File: src/design/bgtr_ram.sv
`default_nettype none

module bgtr_ram #(
   parameter int WIDTH = 8,
   parameter int DEPTH = 64,
   parameter int AW    = (DEPTH > 1) ? $clog2(DEPTH) : 1
) (
   input  wire logic             clock,
   input  wire logic             wr_en,
   input  wire logic [AW-1:0]    wr_addr,
   input  wire logic [WIDTH-1:0] wr_data,
   input  wire logic [AW-1:0]    rd_addr,
   output logic      [WIDTH-1:0] rd_data
);

   logic [WIDTH-1:0] mem_ff [DEPTH];
   logic [WIDTH-1:0] rd_data_ff;

   always_ff @(posedge clock) begin
      if (wr_en) begin
         mem_ff[wr_addr] <= wr_data;
      end
      rd_data_ff <= mem_ff[rd_addr];
   end

   assign rd_data = rd_data_ff;

endmodule

`default_nettype wire

File: config.mk
export PLATFORM = sky130hd
export DESIGN_NAME = bgtr_ram
export DESIGN_NICKNAME = d
export VERILOG_FILES = /design/src/design/bgtr_ram.sv
export SDC_FILE = /design/constraint.sdc
export NUM_CORES = 1
export LEC_CHECK = 0
export BUFFER_PORTS_ARGS = -buffer_cell sky130_fd_sc_hd__buf_2
export CORE_MARGIN = 5
export CORE_UTILIZATION = 40
export CTS_CLUSTER_SIZE = 14
export DETAILED_ROUTE_END_ITERATION = 6
export MAX_ROUTING_LAYER = met4
export PLACE_DENSITY = 0.65
export SYNTH_ARGS = -nofsm -noshare
export SYNTH_HDL_FRONTEND = slang
export SYNTH_SLANG_ARGS = --single-unit
File: constraint.sdc
create_clock -name clock -period 2.6 [get_ports clock]
set_clock_uncertainty 0.05 [all_clocks]
set_input_delay 0.52 -clock clock [delete_from_list [all_inputs] [get_ports clock]]
set_output_delay 0.52 -clock clock [all_outputs]
set_load 0.1 [all_outputs]
; ---- Word level (Yosys, flattened, before mapping)
; Memories as Yosys holds them, arrays and structs flattened. A register that Yosys moved wholly into a read port is not among the register bits.
; Index checks and enable logic that the tools add are counted.
[totals]
mem_bits_rw = 512
in_bits = 22
n_memories = 1
wordCells = 3
register_bits = 0
[op_classes]
muxes = 2
[mem_list]
columns = memory, words, width, read_ports, rd_ports_with_merged_regs, wr, line
row1 = mem_ff, 64, 8, 1, 1, 1, 16  ; logic [WIDTH-1:0] mem_ff [DEPTH];
[op_table]
columns = cell, count
row1 = $mux W1, 2

; ---- Depth between registers and ports, before layout
[logic_depth]
ltp_word = 2
ltp_mapped = 9
ltp_nobuf = 5

; ---- Worst setup path before layout
; OpenSTA, ideal clock, no wires.
[synth_timing]
kind = in2reg
start = input rd_addr[1]
end = register rd_data_ff[3] (netlist: rd_data[3]) (read register of mem_ff)
required_time_ps = 2422
stages = 7
n_path_buf = 3
setup_slack_ps = 362
setup_time_ps = 128
t_arrival_ps = 2060
cell_sequence = buf_4 buf_2 buf_2 mux4_2 mux4_2 o21ai_1 o41ai_1
[synth_rtl]
columns = item, line
row1 = from (decl), 12  ; input wire logic [AW-1:0] rd_addr,
row2 = to (decl), 17  ; logic [WIDTH-1:0] rd_data_ff;

; ---- Worst setup path after layout
[layout_timing]
start = register rd_data_ff[7] (netlist: rd_data[7]) (read register of mem_ff)
end = output rd_data[7]
[layout_rtl]
columns = item, line
row1 = to (decl), 13  ; output logic [WIDTH-1:0] rd_data
; No word-level cell between the ends.

==> reports/metrics.cfg <==
[routing]
wl_per_cell_um = 25.23
vias = 9987
postRouteAntennaNets = 0
wirelength_um = 45710
drt_iter0_drc = 982
via_per_inst = 5.512
remaining_drc_errors = 0
drtPass1Iterations = 5

[timing]
rsz0062_at_grt = false
max_freq_mhz = 487.8
tightest_slew_ns = 1.183
fin_crit_ns = 2.050
drv_slew = 0
finalSetupViolCount = 0
maxSlewHeadroom_pct = 21.14
hold_viol = 0
worst_slack_ns = 0.5500
fin_crit_sh_pct = 78.84
finalSetupTns_ns = 0

[cells_and_area]
final_common_cell = edfxtp_1
drive_gt1_share_pct = 32.60
area_growth_pct = 17.56
fillers = 4078
regArea_sq_mm = 0.01553
multi_input_area_sq_mm = 0.004315
final_cells = 1812
layout.nets = 1123
most-common-layout-cells = 512 x edfxtp_1, 126 x mux4_2, 116 x buf_4
fin_util_pct = 47.45

[grt]
grt_pass1_wl_um = 68200
antenna_found_initial = 3
track_usage_pct = 17.46
overflow = 0
grt_pass1_vias = 10220
grt_max_degree = 65

[logic_synthesis]
synth_compound_area_share_pct = 2.072
yosys-top-cells-area = edfxtp_1 76%, mux4_2 14%, nor2_1 1.5%, mux2i_1 1.1%, dfxtp_1 0.79%
syn_inst = 940
synthFlopType = edfxtp_1
synth_edf_count = 512
synth_largest_area_cell = edfxtp_1
synth-seq-area-share_pct = 77.03
synth_top_family_by_area = multiplexers
synthesis.nets = 962
ys_seq_elements = 520
synth.distinct_cells = 40
synthMuxAreaShare_pct = 15.94
synth_area_sq_mm = 0.02017
synth.avg_cell_area_sq_um = 21.45
synth-simple-area-share_pct = 3.388
synthArstFlopShare_pct = 0
ys_warn_count = 0
synth_top_area_share_pct = 76.24
synth-xor-area-share_pct = 0
synthAdderAreaFrac_pct = 0

[setup_path]
critPathSlowestCell = buf_2
required_ns = 2.03
cp-start-kind = flip-flop
r2r-end = rd_data[6]
reg2reg_slack_ns = 0.59
crit_chain = buf_2
worstPathMaxFanout = 1
cpPeakStageDelay_ns = 0.47
reg2reg_depth = 6
path_class = flip-flop to output port
r2r-start = mem_ff[29][6]
end_kind = output port
cp_num_buf_inv = 1
critical_path.top_delay_family = buffers and inverters
critPathArrivalTime_ns = 1.48

[min_path]
min_to = rd_data[1]
worstHoldPathCells = 3
hold_class = input pin to flip-flop
min_from = rd_addr[5]

[power_and_ir_drop]
p_leak_nw = 7.638
ir_drop_v = 0.0004388
pwr-share-comb_pct = 5.9
pwr-share-seq_pct = 52.8
swShare_pct = 20.72
p_int_mw = 13.97
p_clk_share_pct = 41.2
powerDensity_mw_per_mm2 = 743.0
p_switching_mw = 3.650
p_total_mw = 17.62

[placed_design]
gp_congestion = 0.8320
port_buffers = 29
dp_hpwl_um = 29640
place_inst = 1722
place_ws_ns = -0.03862

[cts]
cts_root_buffer = clkbuf_16
clk_path_buf_depth = 3
cts_buffers = 49
hold_buffers = 0
cts_tree = yes
h-tree-depth = 2
cts_setup_buffers = 0
clkLatencyLatePin_ns = 0.59
clock-sinks = 520
clk_pin_slew_ns = 0.07
cts_resized = 0

[floorplan]
num_rows = 82
io_pins = 30
die_area_sq_mm = 0.05501
fp.coreArea_sq_mm = 0.04997
die_w_um = 234.5
chipHeight_um = 234.5
start_util_pct = 40.36

[job]
max-cap-violations = 0

[run_status]
status = complete, no violations

## synth_stat cells, drive strengths merged (3+ instances only)
cell type / number
nand2b: 7
nand3: 13
nor2b: 14
a21oi: 3
dfxtp: 8
mux2: 13
nand3b: 3
o221ai: 8
mux2i: 23
mux4: 126
o2111ai: 3
nor3: 7
o21ai: 4
a22oi: 3
buf: 34
edfxtp: 512
clkbuf: 17
o22ai: 8
a221oi: 6
nand2: 19
nor2: 83
a211oi: 4
o2bb2ai: 3
## logic make-up after synthesis
logic type	Yosys count
flip-flops	520
multiplexers	162
buffers and inverters	51
AND/OR/NAND/NOR	153
AO/OA/AOI/OAI	54
## stage by stage
stage	hold WS, ns	instance area (sq um)
6_report	0.3114	23710
5_1_grt	0.3074	23710
4_1_cts	0.2723	23700
3_5_place_dp	0.7563	22070
3_3_place_gp	0.7463	22070
2_1_floorplan	0.5689	20170
## how the worst max path moves through the flow
| stage | startpoint | to | slack (ns) | depth (start not counted) |
|---|---|---|---|---|
| final | rd_data[7] | rd_data[7] | 0.55 | 1 |
| after CTS | rd_data[7] | rd_data[7] | 0.48 | 1 |
| after detailed placement | rd_addr[1] | rd_data[5] | -0.04 | 7 |
| after floorplan | rd_addr[1] | rd_data[3] | 0.36 | 7 |
| after global placement | rd_addr[0] | rd_data[5] | -0.02 | 7 |
| after global routing | rd_addr[0] | rd_data[2] | 0.48 | 8 |
## power groups by stage
stage          Clock [mW]  Sequential (mW)  Combinational (mW)
2_1_floorplan           0             9.59               0.494
3_3_place_gp            0             9.48                1.04
3_5_place_dp            0             9.49                1.06
4_1_cts              7.41             9.31                1.06
5_1_grt              7.76             9.31                1.11
6_report             7.26             9.31                1.05
## cell type report
class | count | share of cell area, %
diodes | 2 | 0.02111
clock buffers | 66 | 5.795
clock inverters | 22 | 1.114
multi-input cells | 369 | 18.20
flip-flops and latches | 520 | 65.52
well taps | 672 | 3.546
repair buffers | 161 | 5.800
## registers in the layout, indices dropped and copies added, names as in the netlist
name	flops
mem_ff	512
rd_data	8
## metal layers
| layer | wire, um | GRT usage (%) | up-vias |
|---|---|---|---|
| met5 | 0 | - | - |
| met4 | 1122 | 4.908 | 0 |
| met3 | 3563 | 3.570 | 69 |
| met2 | 22430 | 27.16 | 410 |
| met1 | 18590 | 23.80 | 5255 |
| li1 | - | - | 4253 |
Power figures use the tool's default switching activity.
