===== config.mk =====
export PLATFORM = sky130hd
export DESIGN_NAME = bgtr_csr
export DESIGN_NICKNAME = d
export VERILOG_FILES = /design/src/design/bgtr_pkg.sv /design/src/design/bgtr_csr.sv
export SDC_FILE = /design/constraint.sdc
export NUM_CORES = 1
export LEC_CHECK = 0
export BUFFER_PORTS_ARGS = -buffer_cell sky130_fd_sc_hd__buf_4
export CORE_AREA = 2 2 53 55
export CTS_BUF_LIST = sky130_fd_sc_hd__clkbuf_16
export DETAILED_ROUTE_END_ITERATION = 16
export DIE_AREA = 0 0 55 57
export PLACE_DENSITY = 0.79
export SLEW_MARGIN = 0
export SYNTH_ARGS = -nofsm -noshare
export SYNTH_HDL_FRONTEND = slang
export SYNTH_SLANG_ARGS = --single-unit
export TNS_END_PERCENT = 30

===== constraint.sdc =====
create_clock -name clock -period 1.5 [get_ports clock]
set_input_delay 0.3 -clock clock [delete_from_list [all_inputs] [get_ports clock]]
set_output_delay 0.3 -clock clock [all_outputs]
set_load 0.05 [all_outputs]

===== src/design/bgtr_pkg.sv =====
`default_nettype none

package bgtr_pkg;

   localparam logic [1:0] ACT_LOAD_GLYPH  = 2'd0;
   localparam logic [1:0] ACT_LOAD_BITMAP = 2'd1;
   localparam logic [1:0] ACT_DRAW        = 2'd2;

   localparam logic [1:0] CSR_FB_WIDTH   = 2'd0;
   localparam logic [1:0] CSR_FB_HEIGHT  = 2'd1;
   localparam logic [1:0] CSR_FIRST_CHAR = 2'd2;

   localparam int REQ_TDATA_W = 136;
   localparam int REQ_TUSER_W = 2;
   localparam int RSP_TDATA_W = 72;
   localparam int CSR_INDEX_W = 2;
   localparam int CSR_DATA_W  = 11;
   localparam int ENTRY_W     = 56;
   localparam int SPAN_W      = 32;

   localparam logic [10:0] FB_WIDTH_RST   = 11'd320;
   localparam logic [10:0] FB_HEIGHT_RST  = 11'd240;
   localparam logic [7:0]  FIRST_CHAR_RST = 8'd32;

   typedef struct packed {
      logic [10:0] fb_width;
      logic [10:0] fb_height;
      logic [7:0]  first_char;
   } cfg_type;

   typedef struct packed {
      logic [3:0]         pad;
      logic [15:0]        color;
      logic signed [11:0] pen_y;
      logic signed [11:0] pen_x;
      logic               new_text;
      logic [7:0]         char_code;
      logic [7:0]         bitmap_byte;
      logic [11:0]        bitmap_addr;
      logic [55:0]        glyph_entry;
      logic [6:0]         glyph_index;
   } req_data_type;

   typedef struct packed {
      logic [15:0]        pixel_color;
      logic [31:0]        pixel_mask;
      logic signed [11:0] span_x;
      logic signed [11:0] row_y;
   } rsp_data_type;

   typedef struct packed {
      logic [7:0]         char_code;
      logic               new_text;
      logic signed [11:0] pen_x;
      logic signed [11:0] pen_y;
      logic [15:0]        color;
   } draw_req_type;

   typedef struct packed {
      logic signed [7:0] yoff;
      logic signed [7:0] xoff;
      logic [7:0]        advance;
      logic [7:0]        height;
      logic [7:0]        width;
      logic [15:0]       offset;
   } glyph_type;

endpackage

`default_nettype wire


===== src/design/bgtr_csr.sv =====
`default_nettype none

module bgtr_csr (
   input  wire logic                               clock,
   input  wire logic                               reset,
   input  wire logic                               wr_en,
   input  wire logic [bgtr_pkg::CSR_INDEX_W-1:0]   wr_index,
   input  wire logic [bgtr_pkg::CSR_DATA_W-1:0]    wr_data,
   output bgtr_pkg::cfg_type                       cfg
);

   import bgtr_pkg::*;

   cfg_type cfg_ff;
   cfg_type cfg_in;

   always_comb begin
      cfg_in = cfg_ff;
      if (wr_en) begin
         unique case (wr_index)
            CSR_FB_WIDTH:   cfg_in.fb_width   = wr_data[10:0];
            CSR_FB_HEIGHT:  cfg_in.fb_height  = wr_data[10:0];
            CSR_FIRST_CHAR: cfg_in.first_char = wr_data[7:0];
            default:        cfg_in = cfg_ff;
         endcase
      end
   end

   always_ff @(posedge clock) begin
      if (reset) begin
         cfg_ff.fb_width   <= FB_WIDTH_RST;
         cfg_ff.fb_height  <= FB_HEIGHT_RST;
         cfg_ff.first_char <= FIRST_CHAR_RST;
      end else begin
         cfg_ff <= cfg_in;
      end
   end

   assign cfg = cfg_ff;

endmodule

`default_nettype wire


# Yosys cells after proc, flatten, opt, wreduce, memory -nomap -nowiden
# Index checks and enable logic that the tools add are counted.
classes:
  n_addsub: 0
  n_mul: 0
  div: 0
  n_lt_le_gt_ge: 0
  n_eq_ne: 2
  n_shift: 0
  muxes: 0
  n_bitwise: 0
  reduce_logical: 4
ops:
  columns: ["cell", "count"]
  rows:
  - ["2-bit AND reduction", 3]
  - ["2-bit by 1-bit equality test with 1-bit output (second input constant)", 1]
  - ["2-bit equality test (second input constant)", 1]
  - ["2-bit zero test", 1]
word_totals:
  ff_bits: 30
  latchBits: 0
  mem_bits_rw: 0
  rom_bits: 0
  mem_count: 0

# Longest topological paths before layout
depth:
  ltp_word: 2
  mapped_depth: 4

# Worst setup path before layout
# OpenSTA, ideal clock, no wires.
synth_path:
  path_type: "in2reg"
  start: "input port wr_index[0] in the netlist's numbering"
  end: "register cfg_ff, in the netlist cfg[25]"
  setup_time_ns: 0.121
  t_arrival_ns: 0.910
  required_time_ns: 1.379
  slack_ns: 0.469
  cell_stages: 3
  cell_sequence: "or3b_1 buf_2 mux2i_1"
synth_via:
  elab_chain_cells: 2
synth_lines:
  columns: ["element", "line_no", "text"]
  rows:
  - ["start, declared", "bgtr_csr.sv:7", "input wire logic [bgtr_pkg::CSR_INDEX_W-1:0] wr_index,"]
  - ["2-bit zero test", "bgtr_csr.sv:20", "unique case (wr_index)"]
  - ["2-bit AND reduction (no source line)", null, null]
  - ["end signal, assigned", "bgtr_csr.sv:35", "cfg_ff <= cfg_in;"]
  - ["end, declared", "bgtr_csr.sv:14", "cfg_type cfg_ff;"]
# Every way passes these cells.
# A chain may end at the register's enable or synchronous reset.

# Worst setup path in the final report
layout_path:
  start: "register cfg_ff, in the netlist cfg[20]"
  end: "output port cfg[20] in the netlist's numbering"
layout_rtl:
  columns: ["element", "line_no", "text"]
  rows:
  - ["end, declared", "bgtr_csr.sv:9", "output bgtr_pkg::cfg_type cfg"]
# No word-level cell between the ends.

==> flow_metrics.env <==
export IMPL_final_max_slew_viol_count=0
export IMPL_multiInputGateArea_sq_um=607
export IMPL_wl_microns=2700
export IMPL_synth_edff_count=0
export IMPL_yosysMostFrequentCell="nand2b_1"
export IMPL_core_sq_um=2620
export IMPL_hold_violations=0
export IMPL_setup_worst_path_end_class="primary output"
export IMPL_grt_pass1_wl_microns=4470
export IMPL_die_area_sq_um=3140
export IMPL_largest_register_ffs=30
export IMPL_slew_headroom_pct=74.7
export IMPL_synth_net_count=137
export IMPL_critPathMaxFanout=2
export IMPL_rr_endpoint="cfg[18]"
export IMPL_status="completed"
export IMPL_yosysTopAreaCellShare_pct=48.2
export IMPL_required_ns=1.20
export IMPL_io_pins=46
export IMPL_place_detailed_hpwl_microns=1870
export IMPL_setup_ws_ns=0.355
export IMPL_netlist_instances=121
export IMPL_max_slew_worst_pin_slew_ns=0.378
export IMPL_cp_cell_sequence="buf_4"
export IMPL_synth_area_leader_cell="dfxtp_1"
export IMPL_drt_iter0_markers=9
export IMPL_cts_made_buffers=5
export IMPL_antenna_cells=0
export IMPL_period_share_pct=76.3
export IMPL_layout_cells_non_filler=197
export IMPL_synth_avg_cell_area_sq_um=10.3
export IMPL_cts_tree="done"
export IMPL_synth_cell_types=10
export IMPL_gp_congestion=0.684
export IMPL_yosys_top_cells_area="dfxtp_1 (48%), mux2i_1 (24%), nand2b_1 (17%), nor2_1 (3.6%), buf_2 (1.6%)"
export IMPL_cp_top_family="flip-flops"
export IMPL_grt_max_degree=47
export IMPL_post_place_ws_ns=0.291
export IMPL_vias_per_cell=4.93
export IMPL_setup_tns_ns=0
export IMPL_routedWlPerCell_microns=13.7
export IMPL_dp_cells=189
export IMPL_ir_drop_v=0.00106
export IMPL_rr_startpoint="cfg[18]"
export IMPL_row_count=19
export IMPL_grt_use_total_pct=20.4
export IMPL_max_cap_violations=0
export IMPL_fill_cells=220
export IMPL_synthArstFlopShare_pct=0
export IMPL_drive_gt1_share_pct=31.3
export IMPL_clk_insertion_delay_late_ns=0.27
export IMPL_antenna_found_initial=0
export IMPL_min_period_ns=1.15
export IMPL_syn_to_final_growth_pct=38.8
export IMPL_antenna_left=0
export IMPL_r2r_slack_ns=0.82
export IMPL_seqCellArea_sq_um=601
export IMPL_cts_sinks=30
export IMPL_critPathLaunchType="flip-flop"
export IMPL_clock_path_buffers=2
export IMPL_hold_path_depth=3
export IMPL_min_path_type="in -> reg"
export IMPL_critPathKind="reg -> out"
export IMPL_stdcell_area_sq_um=1730
export IMPL_fmaxAchievable_ghz=0.873
export IMPL_hp_start="wr_data[8]"
export IMPL_grt_setup_unrepaired="no"
export IMPL_drc=0
export IMPL_vias=971
export IMPL_ys_seq_elements=30
export IMPL_crit_cells=1
export IMPL_finClkSkew_ns=0
export IMPL_power_density_nw_per_um2=1180
export IMPL_yosys_top_cells_count="nand2b_1 (34), dfxtp_1 (30), mux2i_1 (30), nor2_1 (12), clkbuf_1 (5)"
export IMPL_crit_slowest_cell="dfxtp_1"
export IMPL_cts_setup_buffers=0
export IMPL_nNetsFinal=181
export IMPL_cts_max_level=2
export IMPL_crit_buf_inv=1
export IMPL_arrival_ns=0.85
export IMPL_ys_seq_area_share_pct=48.2
export IMPL_fp_dieW_microns=55
export IMPL_grt_pass1_vias=977
export IMPL_die_y_microns=57
export IMPL_worst_r2r_path_depth=2
export IMPL_leakagePower_uw=0.000812
export IMPL_syn_area_sq_um=1250
export IMPL_setup_viol=0
export IMPL_synth_flop_cell="dfxtp_1"
export IMPL_drt_first_pass_iters=4
export IMPL_grt_ovfl_total=0
export IMPL_max_stage_delay_ns=0.36
export IMPL_dpl_cell_area_sq_um=1590
export IMPL_port_buffers=45
export IMPL_ctsResizeCount=0
export IMPL_design_power_total_uw=2050
export IMPL_yosys_warnings=0
export IMPL_clkTransAtPathRegs_ns=0.05
export IMPL_hold_buffers=0
export IMPL_min_to="cfg[27]"
export IMPL_cts_root_buf="clkbuf_16"
export IMPL_start_util_pct=47.7
metrics by stage:
| step | utilization (%) | hold WS, ns |
|---|---|---|
| after global routing | 66.1 | 0.317 |
| after floorplan | - | 0.455 |
| after detailed placement | 60.9 | 0.464 |
| final | 66.1 | 0.295 |
| after CTS | 66.1 | 0.293 |
| after global placement | 60.9 | 0.460 |
area by class of cell:
class | instances | share of cell area [%]
flip-flops and latches | 30 | 34.7
multi-input cells | 82 | 35.1
clock inverters | 3 | 0.724
clock buffers | 5 | 7.24
repair buffers | 46 | 20.0
well taps | 31 | 2.24
cell families after synthesis:
logic type | synth area share (%)
AND/OR/NAND/NOR | 24.6
multiplexers | 24.1
flip-flops | 48.2
buffers and inverters | 3.11
cells in the final DEF, fill, tap and decap left out:
cell       Yosys  routed
nor3b_1        1       1
nor2_1        12      12
nand3b_1       2       2
clkbuf_16      0       5
clkinv_1       0       1
clkinv_2       0       1
inv_1          0       1
and3b_1        2       2
nand2b_1      34      34
buf_4          0      46
dfxtp_1       30      30
mux2i_1       30      30
or3b_1         1       1
power breakdown:
part,leakage (uW),internal (uW),switching [uW]
Combinational,0.000495,108,171
Clock,0.0000724,597,327
Sequential,0.000244,828,15.9
worst max path at each step:
stage | from | to
3_3_place_gp | wr_index[0] | cfg[26]
5_1_grt | cfg[20] | cfg[20]
6_report | cfg[20] | cfg[20]
2_1_floorplan | wr_index[0] | cfg[25]
3_5_place_dp | wr_index[0] | cfg[25]
4_1_cts | cfg[20] | cfg[20]
routing by layer:
layer | vias to the layer above | track usage [%] | wire length, microns
met2 | 36 | 32.1 | 1300
met1 | 442 | 23.4 | 1110
met4 | 0 | 9.41 | 59
met3 | 7 | 8.90 | 224
met5 | - | 0 | 0
li1 | 486 | - | -
Power figures use the tool's default switching activity.
