`src/design/bgtr_pkg.sv`:
```
`default_nettype none

package bgtr_pkg;

   localparam logic [1:0] ACT_LOAD_GLYPH  = 2'd0;
   localparam logic [1:0] ACT_LOAD_BITMAP = 2'd1;
   localparam logic [1:0] ACT_DRAW        = 2'd2;

   localparam logic [1:0] CSR_FB_WIDTH   = 2'd0;
   localparam logic [1:0] CSR_FB_HEIGHT  = 2'd1;
   localparam logic [1:0] CSR_FIRST_CHAR = 2'd2;

   localparam int REQ_TDATA_W = 136;
   localparam int REQ_TUSER_W = 2;
   localparam int RSP_TDATA_W = 72;
   localparam int CSR_INDEX_W = 2;
   localparam int CSR_DATA_W  = 11;
   localparam int ENTRY_W     = 56;
   localparam int SPAN_W      = 32;

   localparam logic [10:0] FB_WIDTH_RST   = 11'd320;
   localparam logic [10:0] FB_HEIGHT_RST  = 11'd240;
   localparam logic [7:0]  FIRST_CHAR_RST = 8'd32;

   typedef struct packed {
      logic [10:0] fb_width;
      logic [10:0] fb_height;
      logic [7:0]  first_char;
   } cfg_type;

   typedef struct packed {
      logic [3:0]         pad;
      logic [15:0]        color;
      logic signed [11:0] pen_y;
      logic signed [11:0] pen_x;
      logic               new_text;
      logic [7:0]         char_code;
      logic [7:0]         bitmap_byte;
      logic [11:0]        bitmap_addr;
      logic [55:0]        glyph_entry;
      logic [6:0]         glyph_index;
   } req_data_type;

   typedef struct packed {
      logic [15:0]        pixel_color;
      logic [31:0]        pixel_mask;
      logic signed [11:0] span_x;
      logic signed [11:0] row_y;
   } rsp_data_type;

   typedef struct packed {
      logic [7:0]         char_code;
      logic               new_text;
      logic signed [11:0] pen_x;
      logic signed [11:0] pen_y;
      logic [15:0]        color;
   } draw_req_type;

   typedef struct packed {
      logic signed [7:0] yoff;
      logic signed [7:0] xoff;
      logic [7:0]        advance;
      logic [7:0]        height;
      logic [7:0]        width;
      logic [15:0]       offset;
   } glyph_type;

endpackage

`default_nettype wire

```
`src/design/bgtr_raster.sv`:
```
`default_nettype none

module bgtr_raster #(
   parameter int GLYPH_COUNT  = 128,
   parameter int BITMAP_BYTES = 4096,
   parameter int MAX_GLYPH_W  = 32,
   parameter int MAX_GLYPH_H  = 32,
   parameter int GI_W         = (GLYPH_COUNT > 1) ? $clog2(GLYPH_COUNT) : 1,
   parameter int BA_W         = $clog2(BITMAP_BYTES)
) (
   input  wire logic                          clock,
   input  wire logic                          reset,
   input  bgtr_pkg::cfg_type                  cfg,
   input  wire logic                          draw_start,
   input  bgtr_pkg::draw_req_type             draw_req,
   output logic                               idle,
   output logic [GI_W-1:0]                    glyph_rd_addr,
   input  wire logic [bgtr_pkg::ENTRY_W-1:0]  glyph_rd_data,
   output logic [BA_W-1:0]                    bit_rd_addr,
   input  wire logic [7:0]                    bit_rd_data,
   output logic                               rsp_valid,
   input  wire logic                          rsp_ready,
   output bgtr_pkg::rsp_data_type             rsp_data,
   output logic                               rsp_last
);

   import bgtr_pkg::*;

   localparam int ROW_LIM   = (MAX_GLYPH_H < 32) ? MAX_GLYPH_H : 32;
   localparam int COL_LIM   = (MAX_GLYPH_W < 32) ? MAX_GLYPH_W : 32;
   localparam int RED_STEPS = 17 - $clog2(BITMAP_BYTES);
   localparam int RC_W      = (RED_STEPS > 1) ? $clog2(RED_STEPS) : 1;
   localparam int WIN_BYTES = 5;
   localparam int WIN_W     = 8 * WIN_BYTES;
   localparam logic [BA_W:0] BYTES_C = (BA_W + 1)'(BITMAP_BYTES);

   typedef enum logic [6:0] {
      S_IDLE   = 7'b0000001,
      S_FETCH  = 7'b0000010,
      S_DECODE = 7'b0000100,
      S_REDUCE = 7'b0001000,
      S_READ   = 7'b0010000,
      S_DRAIN  = 7'b0100000,
      S_EMIT   = 7'b1000000
   } state_type;

   state_type          state_ff, state_in;
   logic signed [11:0] pen_x_ff, pen_x_in;
   logic signed [11:0] pen_y_ff, pen_y_in;
   logic [15:0]        color_ff, color_in;
   logic [GI_W-1:0]    rel_ff, rel_in;
   logic               rel_ok_ff, rel_ok_in;
   logic [15:0]        red_ff, red_in;
   logic [RC_W-1:0]    red_cnt_ff, red_cnt_in;
   logic [7:0]         w_ff, w_in;
   logic [5:0]         rows_ff, rows_in;
   logic [5:0]         cols_ff, cols_in;
   logic signed [13:0] x0_ff, x0_in;
   logic signed [13:0] y_ff, y_in;
   logic [4:0]         yy_ff, yy_in;
   logic [2:0]         ph_ff, ph_in;
   logic               empty_ff, empty_in;
   logic [BA_W-1:0]    row_addr_ff, row_addr_in;
   logic [BA_W-1:0]    rd_addr_ff, rd_addr_in;
   logic [2:0]         bcnt_ff, bcnt_in;
   logic               fetch_v_ff;
   logic [WIN_W-1:0]   win_ff;
   logic [SPAN_W-1:0]  col_mask_ff, col_mask_in;
   logic               rsp_valid_ff, rsp_valid_in;
   rsp_data_type       rsp_data_ff;
   logic               rsp_last_ff;

   logic [8:0]         rel9;
   glyph_type          entry;
   logic [31:0]        red_shift;
   logic               red_sub;
   logic [15:0]        red_next;
   logic [8:0]         ph_step;
   logic [BA_W-1:0]    next_row_addr;
   logic [WIN_W-1:0]   win_aligned;
   logic [SPAN_W-1:0]  row_bits;
   logic               row_ok;
   logic               last;
   logic               rsp_free;
   logic               rsp_load;
   rsp_data_type       rsp_data_in;

   function automatic logic [BA_W-1:0] add_wrap(input logic [BA_W-1:0] a, input logic [5:0] inc);
      logic [BA_W:0] s;
      s = {1'b0, a} + (BA_W + 1)'(inc);
      if (s >= BYTES_C) begin
         s = s - BYTES_C;
      end
      return s[BA_W-1:0];
   endfunction

   assign rel9     = {1'b0, draw_req.char_code} - {1'b0, cfg.first_char};
   assign entry    = rel_ok_ff ? glyph_type'(glyph_rd_data) : glyph_type'('0);

   assign red_shift = 32'(BITMAP_BYTES) << red_cnt_ff;
   assign red_sub   = {16'd0, red_ff} >= red_shift;
   assign red_next  = red_sub ? (red_ff - red_shift[15:0]) : red_ff;

   assign ph_step       = {6'd0, ph_ff} + {1'b0, w_ff};
   assign next_row_addr = add_wrap(row_addr_ff, ph_step[8:3]);

   assign win_aligned = win_ff << ph_ff;
   always_comb begin
      for (int i = 0; i < SPAN_W; i++) begin
         row_bits[i] = win_aligned[WIN_W-1-i];
      end
   end

   always_comb begin
      logic signed [13:0] xi;
      for (int i = 0; i < SPAN_W; i++) begin
         xi = x0_ff + 14'(i);
         col_mask_in[i] = !xi[13] && (xi[12:0] < {2'b00, cfg.fb_width}) &&
                          (6'(i) < cols_ff);
      end
   end

   assign row_ok   = !y_ff[13] && (y_ff[12:0] < {2'b00, cfg.fb_height});
   assign last     = empty_ff || (({1'b0, yy_ff} + 6'd1) == rows_ff);
   assign rsp_free = !rsp_valid_ff || rsp_ready;

   always_comb begin
      state_in    = state_ff;
      pen_x_in    = pen_x_ff;
      pen_y_in    = pen_y_ff;
      color_in    = color_ff;
      rel_in      = rel_ff;
      rel_ok_in   = rel_ok_ff;
      red_in      = red_ff;
      red_cnt_in  = red_cnt_ff;
      w_in        = w_ff;
      rows_in     = rows_ff;
      cols_in     = cols_ff;
      x0_in       = x0_ff;
      y_in        = y_ff;
      yy_in       = yy_ff;
      ph_in       = ph_ff;
      empty_in    = empty_ff;
      row_addr_in = row_addr_ff;
      rd_addr_in  = rd_addr_ff;
      bcnt_in     = bcnt_ff;
      rsp_load    = 1'b0;
      unique case (state_ff)
         S_IDLE: begin
            if (draw_start) begin
               color_in  = draw_req.color;
               rel_in    = rel9[GI_W-1:0];
               rel_ok_in = !rel9[8] && ({1'b0, rel9[7:0]} < 9'(GLYPH_COUNT));
               if (draw_req.new_text) begin
                  pen_x_in = draw_req.pen_x;
                  pen_y_in = draw_req.pen_y;
               end
               state_in = S_FETCH;
            end
         end
         S_FETCH: begin
            state_in = S_DECODE;
         end
         S_DECODE: begin
            red_in     = entry.offset;
            red_cnt_in = RC_W'(RED_STEPS - 1);
            w_in       = entry.width;
            rows_in    = (entry.height > 8'(ROW_LIM)) ? 6'(ROW_LIM) : entry.height[5:0];
            cols_in    = (entry.width > 8'(COL_LIM)) ? 6'(COL_LIM) : entry.width[5:0];
            x0_in      = 14'(pen_x_ff) + 14'(entry.xoff);
            y_in       = 14'(pen_y_ff) + 14'(entry.yoff);
            yy_in      = '0;
            ph_in      = '0;
            empty_in   = (entry.height == 8'd0);
            pen_x_in   = pen_x_ff + 12'(entry.advance);
            state_in   = S_REDUCE;
         end
         S_REDUCE: begin
            red_in     = red_next;
            red_cnt_in = red_cnt_ff - 1'b1;
            if (red_cnt_ff == '0) begin
               row_addr_in = red_next[BA_W-1:0];
               rd_addr_in  = red_next[BA_W-1:0];
               bcnt_in     = '0;
               state_in    = empty_ff ? S_EMIT : S_READ;
            end
         end
         S_READ: begin
            rd_addr_in = add_wrap(rd_addr_ff, 6'd1);
            bcnt_in    = bcnt_ff + 3'd1;
            if (bcnt_ff == 3'(WIN_BYTES - 1)) begin
               state_in = S_DRAIN;
            end
         end
         S_DRAIN: begin
            state_in = S_EMIT;
         end
         S_EMIT: begin
            if (rsp_free) begin
               rsp_load = 1'b1;
               if (last) begin
                  state_in = S_IDLE;
               end else begin
                  yy_in       = yy_ff + 5'd1;
                  y_in        = y_ff + 14'sd1;
                  ph_in       = ph_step[2:0];
                  row_addr_in = next_row_addr;
                  rd_addr_in  = next_row_addr;
                  bcnt_in     = '0;
                  state_in    = S_READ;
               end
            end
         end
         default: begin
            state_in = S_IDLE;
         end
      endcase
   end

   always_comb begin
      rsp_data_in.row_y       = y_ff[11:0];
      rsp_data_in.span_x      = x0_ff[11:0];
      rsp_data_in.pixel_mask  = (empty_ff || !row_ok) ? '0 : (row_bits & col_mask_ff);
      rsp_data_in.pixel_color = color_ff;
   end

   assign rsp_valid_in = rsp_load || (rsp_valid_ff && !rsp_ready);

   always_ff @(posedge clock) begin
      if (reset) begin
         state_ff     <= S_IDLE;
         pen_x_ff     <= '0;
         pen_y_ff     <= '0;
         fetch_v_ff   <= 1'b0;
         rsp_valid_ff <= 1'b0;
      end else begin
         state_ff     <= state_in;
         pen_x_ff     <= pen_x_in;
         pen_y_ff     <= pen_y_in;
         fetch_v_ff   <= (state_ff == S_READ);
         rsp_valid_ff <= rsp_valid_in;
      end
   end

   always_ff @(posedge clock) begin
      color_ff    <= color_in;
      rel_ff      <= rel_in;
      rel_ok_ff   <= rel_ok_in;
      red_ff      <= red_in;
      red_cnt_ff  <= red_cnt_in;
      w_ff        <= w_in;
      rows_ff     <= rows_in;
      cols_ff     <= cols_in;
      x0_ff       <= x0_in;
      y_ff        <= y_in;
      yy_ff       <= yy_in;
      ph_ff       <= ph_in;
      empty_ff    <= empty_in;
      row_addr_ff <= row_addr_in;
      rd_addr_ff  <= rd_addr_in;
      bcnt_ff     <= bcnt_in;
      col_mask_ff <= col_mask_in;
      if (fetch_v_ff) begin
         win_ff <= {win_ff[WIN_W-9:0], bit_rd_data};
      end
      if (rsp_load) begin
         rsp_data_ff <= rsp_data_in;
         rsp_last_ff <= last;
      end
   end

   assign idle          = (state_ff == S_IDLE);
   assign glyph_rd_addr = rel_ff;
   assign bit_rd_addr   = rd_addr_ff;
   assign rsp_valid     = rsp_valid_ff;
   assign rsp_data      = rsp_data_ff;
   assign rsp_last      = rsp_last_ff;

   a_reduce_in_range: assert property (@(posedge clock) disable iff (reset)
      (state_ff == S_REDUCE && red_cnt_ff == '0) |=> ({1'b0, row_addr_ff} < BYTES_C))
      else $error("bitmap row address left the store range");

   a_read_in_range: assert property (@(posedge clock) disable iff (reset)
      (state_ff == S_READ) |-> ({1'b0, rd_addr_ff} < BYTES_C))
      else $error("bitmap read address out of range");

   a_empty_mask: assert property (@(posedge clock) disable iff (reset)
      (rsp_load && empty_ff) |=> (rsp_data_ff.pixel_mask == '0 && rsp_last_ff))
      else $error("empty glyph transaction carries pixels or is not last");

   a_last_to_idle: assert property (@(posedge clock) disable iff (reset)
      (rsp_load && last) |=> (state_ff == S_IDLE))
      else $error("sequencer did not return to idle after the final span");

   a_fetch_window: assert property (@(posedge clock) disable iff (reset)
      fetch_v_ff |-> (state_ff == S_READ || state_ff == S_DRAIN))
      else $error("bitmap data returned outside a row fetch");

endmodule

`default_nettype wire

```
`config.mk`:
```
export PLATFORM = sky130hd
export DESIGN_NAME = bgtr_raster
export DESIGN_NICKNAME = d
export VERILOG_FILES = /design/src/design/bgtr_pkg.sv /design/src/design/bgtr_raster.sv
export SDC_FILE = /design/constraint.sdc
export NUM_CORES = 1
export LEC_CHECK = 0
export BUFFER_PORTS_ARGS = -buffer_cell sky130_fd_sc_hd__clkbuf_2
export CORE_ASPECT_RATIO = 2
export CORE_MARGIN = 2
export CORE_UTILIZATION = 50
export DETAILED_ROUTE_END_ITERATION = 8
export PLACE_DENSITY = 0.69
export SYNTH_ARGS = -nofsm -noshare
export SYNTH_HDL_FRONTEND = slang
export SYNTH_SLANG_ARGS = --single-unit
```
`constraint.sdc`:
```
create_clock -name clock -period 12.3 [get_ports clock]
set_input_delay 2.46 -clock clock [delete_from_list [all_inputs] [get_ports clock]]
set_output_delay 2.46 -clock clock [all_outputs]
set_load 0.01 [all_outputs]
```
Yosys cells after proc, flatten, opt, wreduce, memory -nomap -nowiden
Cells that the tools add are included.

Bits in registers: 305. Output and inout bits: 94. Input port bits: 147. Word-level logic and storage cells: 324.

Add/subtract/negate cells: 46. Bitwise operators: 1. Mux-type cells: 36. Reduce and logical (&&, ||, !) cells: 123. Eq/ne operators: 16. Order comparisons: 71. Shifts and indexed selects: 2.

Operators with widths (number): < comparator 13 x 11 -> 1 bit (33); adder 14 x 6 -> 14 bit (second input constant) (16); adder 14 x 5 -> 14 bit (second input constant) (8); < comparator 5 x 6 -> 1 bit (first input constant) (16); two-way mux 12 bit (7); logical AND 1 bit (67); adder 14 x 4 -> 14 bit (second input constant) (4); two-way mux 56 bit (1); case mux 7 bit (7 select lines) (1); < comparator 4 x 6 -> 1 bit (first input constant) (8); case mux 12 bit (2 select lines) (2); << shifter 40 x 3 -> 40 bit (1); zero test 1 bit (37); case mux 12 bit (3 select lines) (1); two-way mux 7 bit (5); AND 32 bit (1); >= comparator 16 x 32 -> 1 bit (1); case mux 16 bit (2 select lines) (1); << shifter 13 x 3 -> 32 bit (first input constant) (1); adder 14 x 2 -> 14 bit (second input constant) (2); adder 14 x 3 -> 14 bit (second input constant) (2); two-way mux 14 bit (2); case mux 14 bit (2 select lines) (1); adder 12 x 8 -> 13 bit (2); 42 further kinds (75).

Longest topological paths before layout
Depth after elaboration: 7. Mapped depth: 17. Gate-level depth less buffers: 16.

Worst setup path after synthesis
No wires, ideal clock.

Path type: input port to flip-flop. Start point: input rsp_ready. End point: register ph_ff[0], enable pin. Required time: 11.921 ns. Slack: 5.289 ns. Path buffers: 0. Arrival time: 6.632 ns. Stages on the path: 5. Library setup time: 0.379 ns. Cells stage by stage: nand2b_1 o2bb2ai_1 nor2_1 nand2b_1 nand2_1.

Word-level cells in the longest chain between the ends: 3.

RTL lines: from (decl) (RTL line bgtr_raster.sv:22) `input wire logic rsp_ready,`; logical OR 1 bit (RTL line bgtr_raster.sv:125) `assign rsp_free = !rsp_valid_ff || rsp_ready;`; != test 2 bit (no source line); AND reduction 3 bit (no source line); to (signal assigned) (RTL line bgtr_raster.sv:257) `ph_ff <= ph_in;`; to (decl) (RTL line bgtr_raster.sv:61) `logic [2:0] ph_ff, ph_in;`.

No other way between the ends. A chain may end at the register's enable or synchronous reset.

Worst setup path in the final report
Start point: register x0_ff[6]. End point: register col_mask_ff[7].

Word-level cells in the longest chain between the ends: 4. Elaborated cells on any way between the ends: 5. Those cells by class: 1 x add/sub; 1 x order compare; 3 x reduce/logical.

RTL lines: from (decl) (RTL line bgtr_raster.sv:58) `logic signed [13:0] x0_ff, x0_in;`; from (signal assigned) (RTL line bgtr_raster.sv:254) `x0_ff <= x0_in;`; adder 14 x 4 -> 14 bit (*) (RTL line bgtr_raster.sv:117) `xi = x0_ff + 14'(i);`; < comparator 13 x 11 -> 1 bit / zero test 1 bit (equally long branches) (RTL line bgtr_raster.sv:118) `col_mask_in[i] = !xi[13] && (xi[12:0] < {2'b00, cfg.fb_width}) &&`; logical AND 1 bit (*) (2 in series) (RTL line bgtr_raster.sv:118); net col_mask_in[7] (RTL line bgtr_raster.sv:68) `logic [SPAN_W-1:0] col_mask_ff, col_mask_in;`; to (signal assigned) (RTL line bgtr_raster.sv:262) `col_mask_ff <= col_mask_in;`; to (decl) (RTL line bgtr_raster.sv:68).

Mark *: on every way through the listed nets, which the timed path passes. The rest lies on a longest branch.

==> results.md <==
- Startpoint types: flip-flop
- Total GRT Usage: between 30% and 40%
- Worst path required time: between 10 and 15 ns
- Vias: ~22000
- HP Start: color_ff[7]
- Clk_lat worst skew: 0.61 ns
- First-pass DRT Iterations: 7
- First-pass GRT wire length: around 130 mm
- Final setup violation count: 0
- CTS max path bufs: 3
- Data arrival, critical path: roughly 5.7 ns
- Final Non-Filler Cells: about 3500
- Top cells by area, synth: edfxtp_1 (28%), ha_1 (17%), xnor2_1 (5.5%), xor2_1 (5.4%), dfxtp_1 (5.3%)
- Area leader, netlist: edfxtp_1
- Ys async rst share: 0%
- Mapped Cells: between 2000 and 3000
- Final ANT Viol Nets: 0
- Synth Flop Type: edfxtp_1
- Avg Cell Area, Syn: roughly 9.3 um^2
- Most frequent cells in the layout: ha_1 (338), nand2_1 (268), clkbuf_2 (236)
- FF-to-FF Start: x0_ff[6]
- DRC errors left: 0
- Status: complete, no violations
- Hold/Removal Path Class: flip-flop to flip-flop
- Leak pwr: about 0.012 uW
- Tcrit/Tclk final: around 43%
- Die area: approximately 0.051 mm^2
- H-tree depth: 1
- CTS Sinks: 300
- PD cells: 82.20 mW/mm^2
- # placed instances: roughly 3500
- RSZ-0062 raised after global routing: no
- I/O Buffers: roughly 240
- Crit. Startpoint: x0_ff[6]
- Max Freq: about 190 MHz
- Die height: approximately 320 um
- Type of destination of the critical path: flip-flop
- Die X: approximately 160 um
- WL final: around 85 mm
- Vias in the first global route: 22160
- Clock buffer count from CTS: 27
- Setup WS post-layout: a little over 7 ns
- Initial antenna violation count: 3
- Max Cap Viol: 0
- Register area share after synthesis: between 30% and 40%
- VDD IR max: around 0.12 mV
- Rows: between 100 and 150
- Skew final: approximately 0.022 ns
- Post-CTS Hold Buffers: 0
- Worst-Margin Slew: roughly 1.2 ns
- Number of synthesized flops with an enable pin: approximately 240
- Clock-pin slew on the worst setup and hold paths: around 0.070 ns
- Wirelength per Cell: between 20 and 25 um
- Yosys warnings: 0
- Synth unique cells: just under 90
- Core area: between 0.04 and 0.05 mm^2
- FF+latch count, synth: 300
- CTS Root Cell: clkbuf_16
- Initial Util: 50.48%
- Largest net degree at the start of global routing: 74
- Post-CTS setup buffer count: 0
- Most common cell after layout, fill and taps aside: ha_1
- Tmin final: about 5.2 ns
- Worst-path fanout max: 30
- Final Hold Vio Count: 0
- Normalized max-slew margin: between 10% and 20%
- Share of the synthesized area in the top cell type: between 20 and 30%
- Nets: approximately 3300
- Hold slack: 0.4159 ns
- Grt total ovfl: 0
- Pins over their slew limit: 0
- GP Congestion: a little over 1
- Worst slack, placed: 7.160 ns
- Setup TNS: 0 ns
- Drt initial violations: ~1500
- Io pins: roughly 240
- Share of post-route cells with drive strength above 1: 14.23%
- Area Overhead vs Synth: 11.17%
- CP Class: flip-flop to flip-flop
- Syn nets: 3141
- Post-CTS sizing: 0
- Via density: a little over 6
- TritonCTS clock tree: built
- Hpwl dp: a little over 60 mm
- Synthesized area: approximately 0.025 mm^2
## flip-flops by register name, indices dropped and copies added, names as in the netlist, 3 cells and up
signal,cells
red_ff,12
yy_ff,5
state_ff,7
win_ff,40
glyph_rd_addr,7
w_ff,8
pen_y_ff,12
ph_ff,3
rsp_data,72
col_mask_ff,32
y_ff,14
rows_ff,6
pen_x_ff,12
bit_rd_addr,12
red_cnt_ff,3
bcnt_ff,3
color_ff,16
cols_ff,6
row_addr_ff,12
x0_ff,13
## final timing paths
check | end | slack (ns) | cells past startpoint
worst max-delay path | col_mask_ff[7] | 7.07 | 9
worst min-delay path | rsp_data[63] | 0.42 | 0
worst max register to register | col_mask_ff[7] | 7.07 | 9
worst min register to register | rsp_data[63] | 0.42 | 0
## where the power goes
part	internal, uW	leakage (uW)	switching (uW)
Sequential	1110	0.00260	9.91
Clock	455	0.000436	405
Combinational	117	0.00889	170
Total	1680	0.0119	586
## area by class of cell
type / instances / area (um^2)
tap: 643 / 804.5
sequential: 300 / 8359
multi-input combinational: 2104 / 15490
timing repair buffer: 284 / 1541
inverter: 122 / 459.2
clock buffer: 38 / 792.0
antenna: 1 / 2.502
fill: 4328 / 21530
clock inverter: 12 / 91.34
## per-layer routing
layer  vias to the layer above  share of wire [%]  GRT usage [%]
li1                       9965                  -              -
met4                         4                9.6          26.55
met1                     10330                 33          32.91
met3                       408                6.2          4.578
met5                         -              0.032              0
met2                      1055                 51          59.13
## metrics by stage
stage               total power (uW)  cell area, um^2  utilization [%]
floorplan                       1320            24770                -
global placement                1406            26640            54.30
detailed placement              1420            26640            54.30
CTS                             2273            27530            56.10
global route                    2342            27530            56.12
finish                          2263            27540            56.12
## synth_stat cells (20+ instances only)
| library cell | number |
|---|---|
| a211oi_1 | 39 |
| a21o_1 | 55 |
| a21oi_1 | 155 |
| a31oi_1 | 37 |
| and2_1 | 39 |
| and3_1 | 47 |
| buf_1 | 21 |
| clkbuf_1 | 84 |
| dfxtp_1 | 65 |
| edfxtp_1 | 235 |
| ha_1 | 338 |
| inv_1 | 119 |
| mux2_2 | 30 |
| mux2i_1 | 26 |
| nand2_1 | 268 |
| nand2b_1 | 32 |
| nand3_1 | 52 |
| nand4_1 | 28 |
| nor2_1 | 231 |
| nor2b_1 | 20 |
| nor3_1 | 30 |
| o211ai_1 | 30 |
| o21a_1 | 20 |
| o21ai_0 | 116 |
| xnor2_1 | 156 |
| xor2_1 | 153 |
## worst max-delay path, cell delays in order (launching register included)
cell	delay (ns)
edfxtp_1	0.78
buf_4	0.63
and4_1	0.55
nand3_1	0.54
buf_4	0.44
nor2_2	0.61
nand2_1	0.49
o32ai_1	0.39
nand2_1	0.08
nor2_1	0.50
## cell families (layout without fill, tap and decap cells)
kind of cell,count (synthesis),count (layout),synth area share [%]
AO/OA/AOI/OAI,586,586,15.45
XOR/XNOR,309,309,10.93
adder cells (fa/ha/maj),344,344,17.56
buffers and inverters,246,456,3.864
flip-flops,300,300,33.74
multiplexers,68,68,3.460
other,0,1,0
AND/OR/NAND/NOR,797,797,15.00
Note: power is estimated with default switching activity, not from simulation.
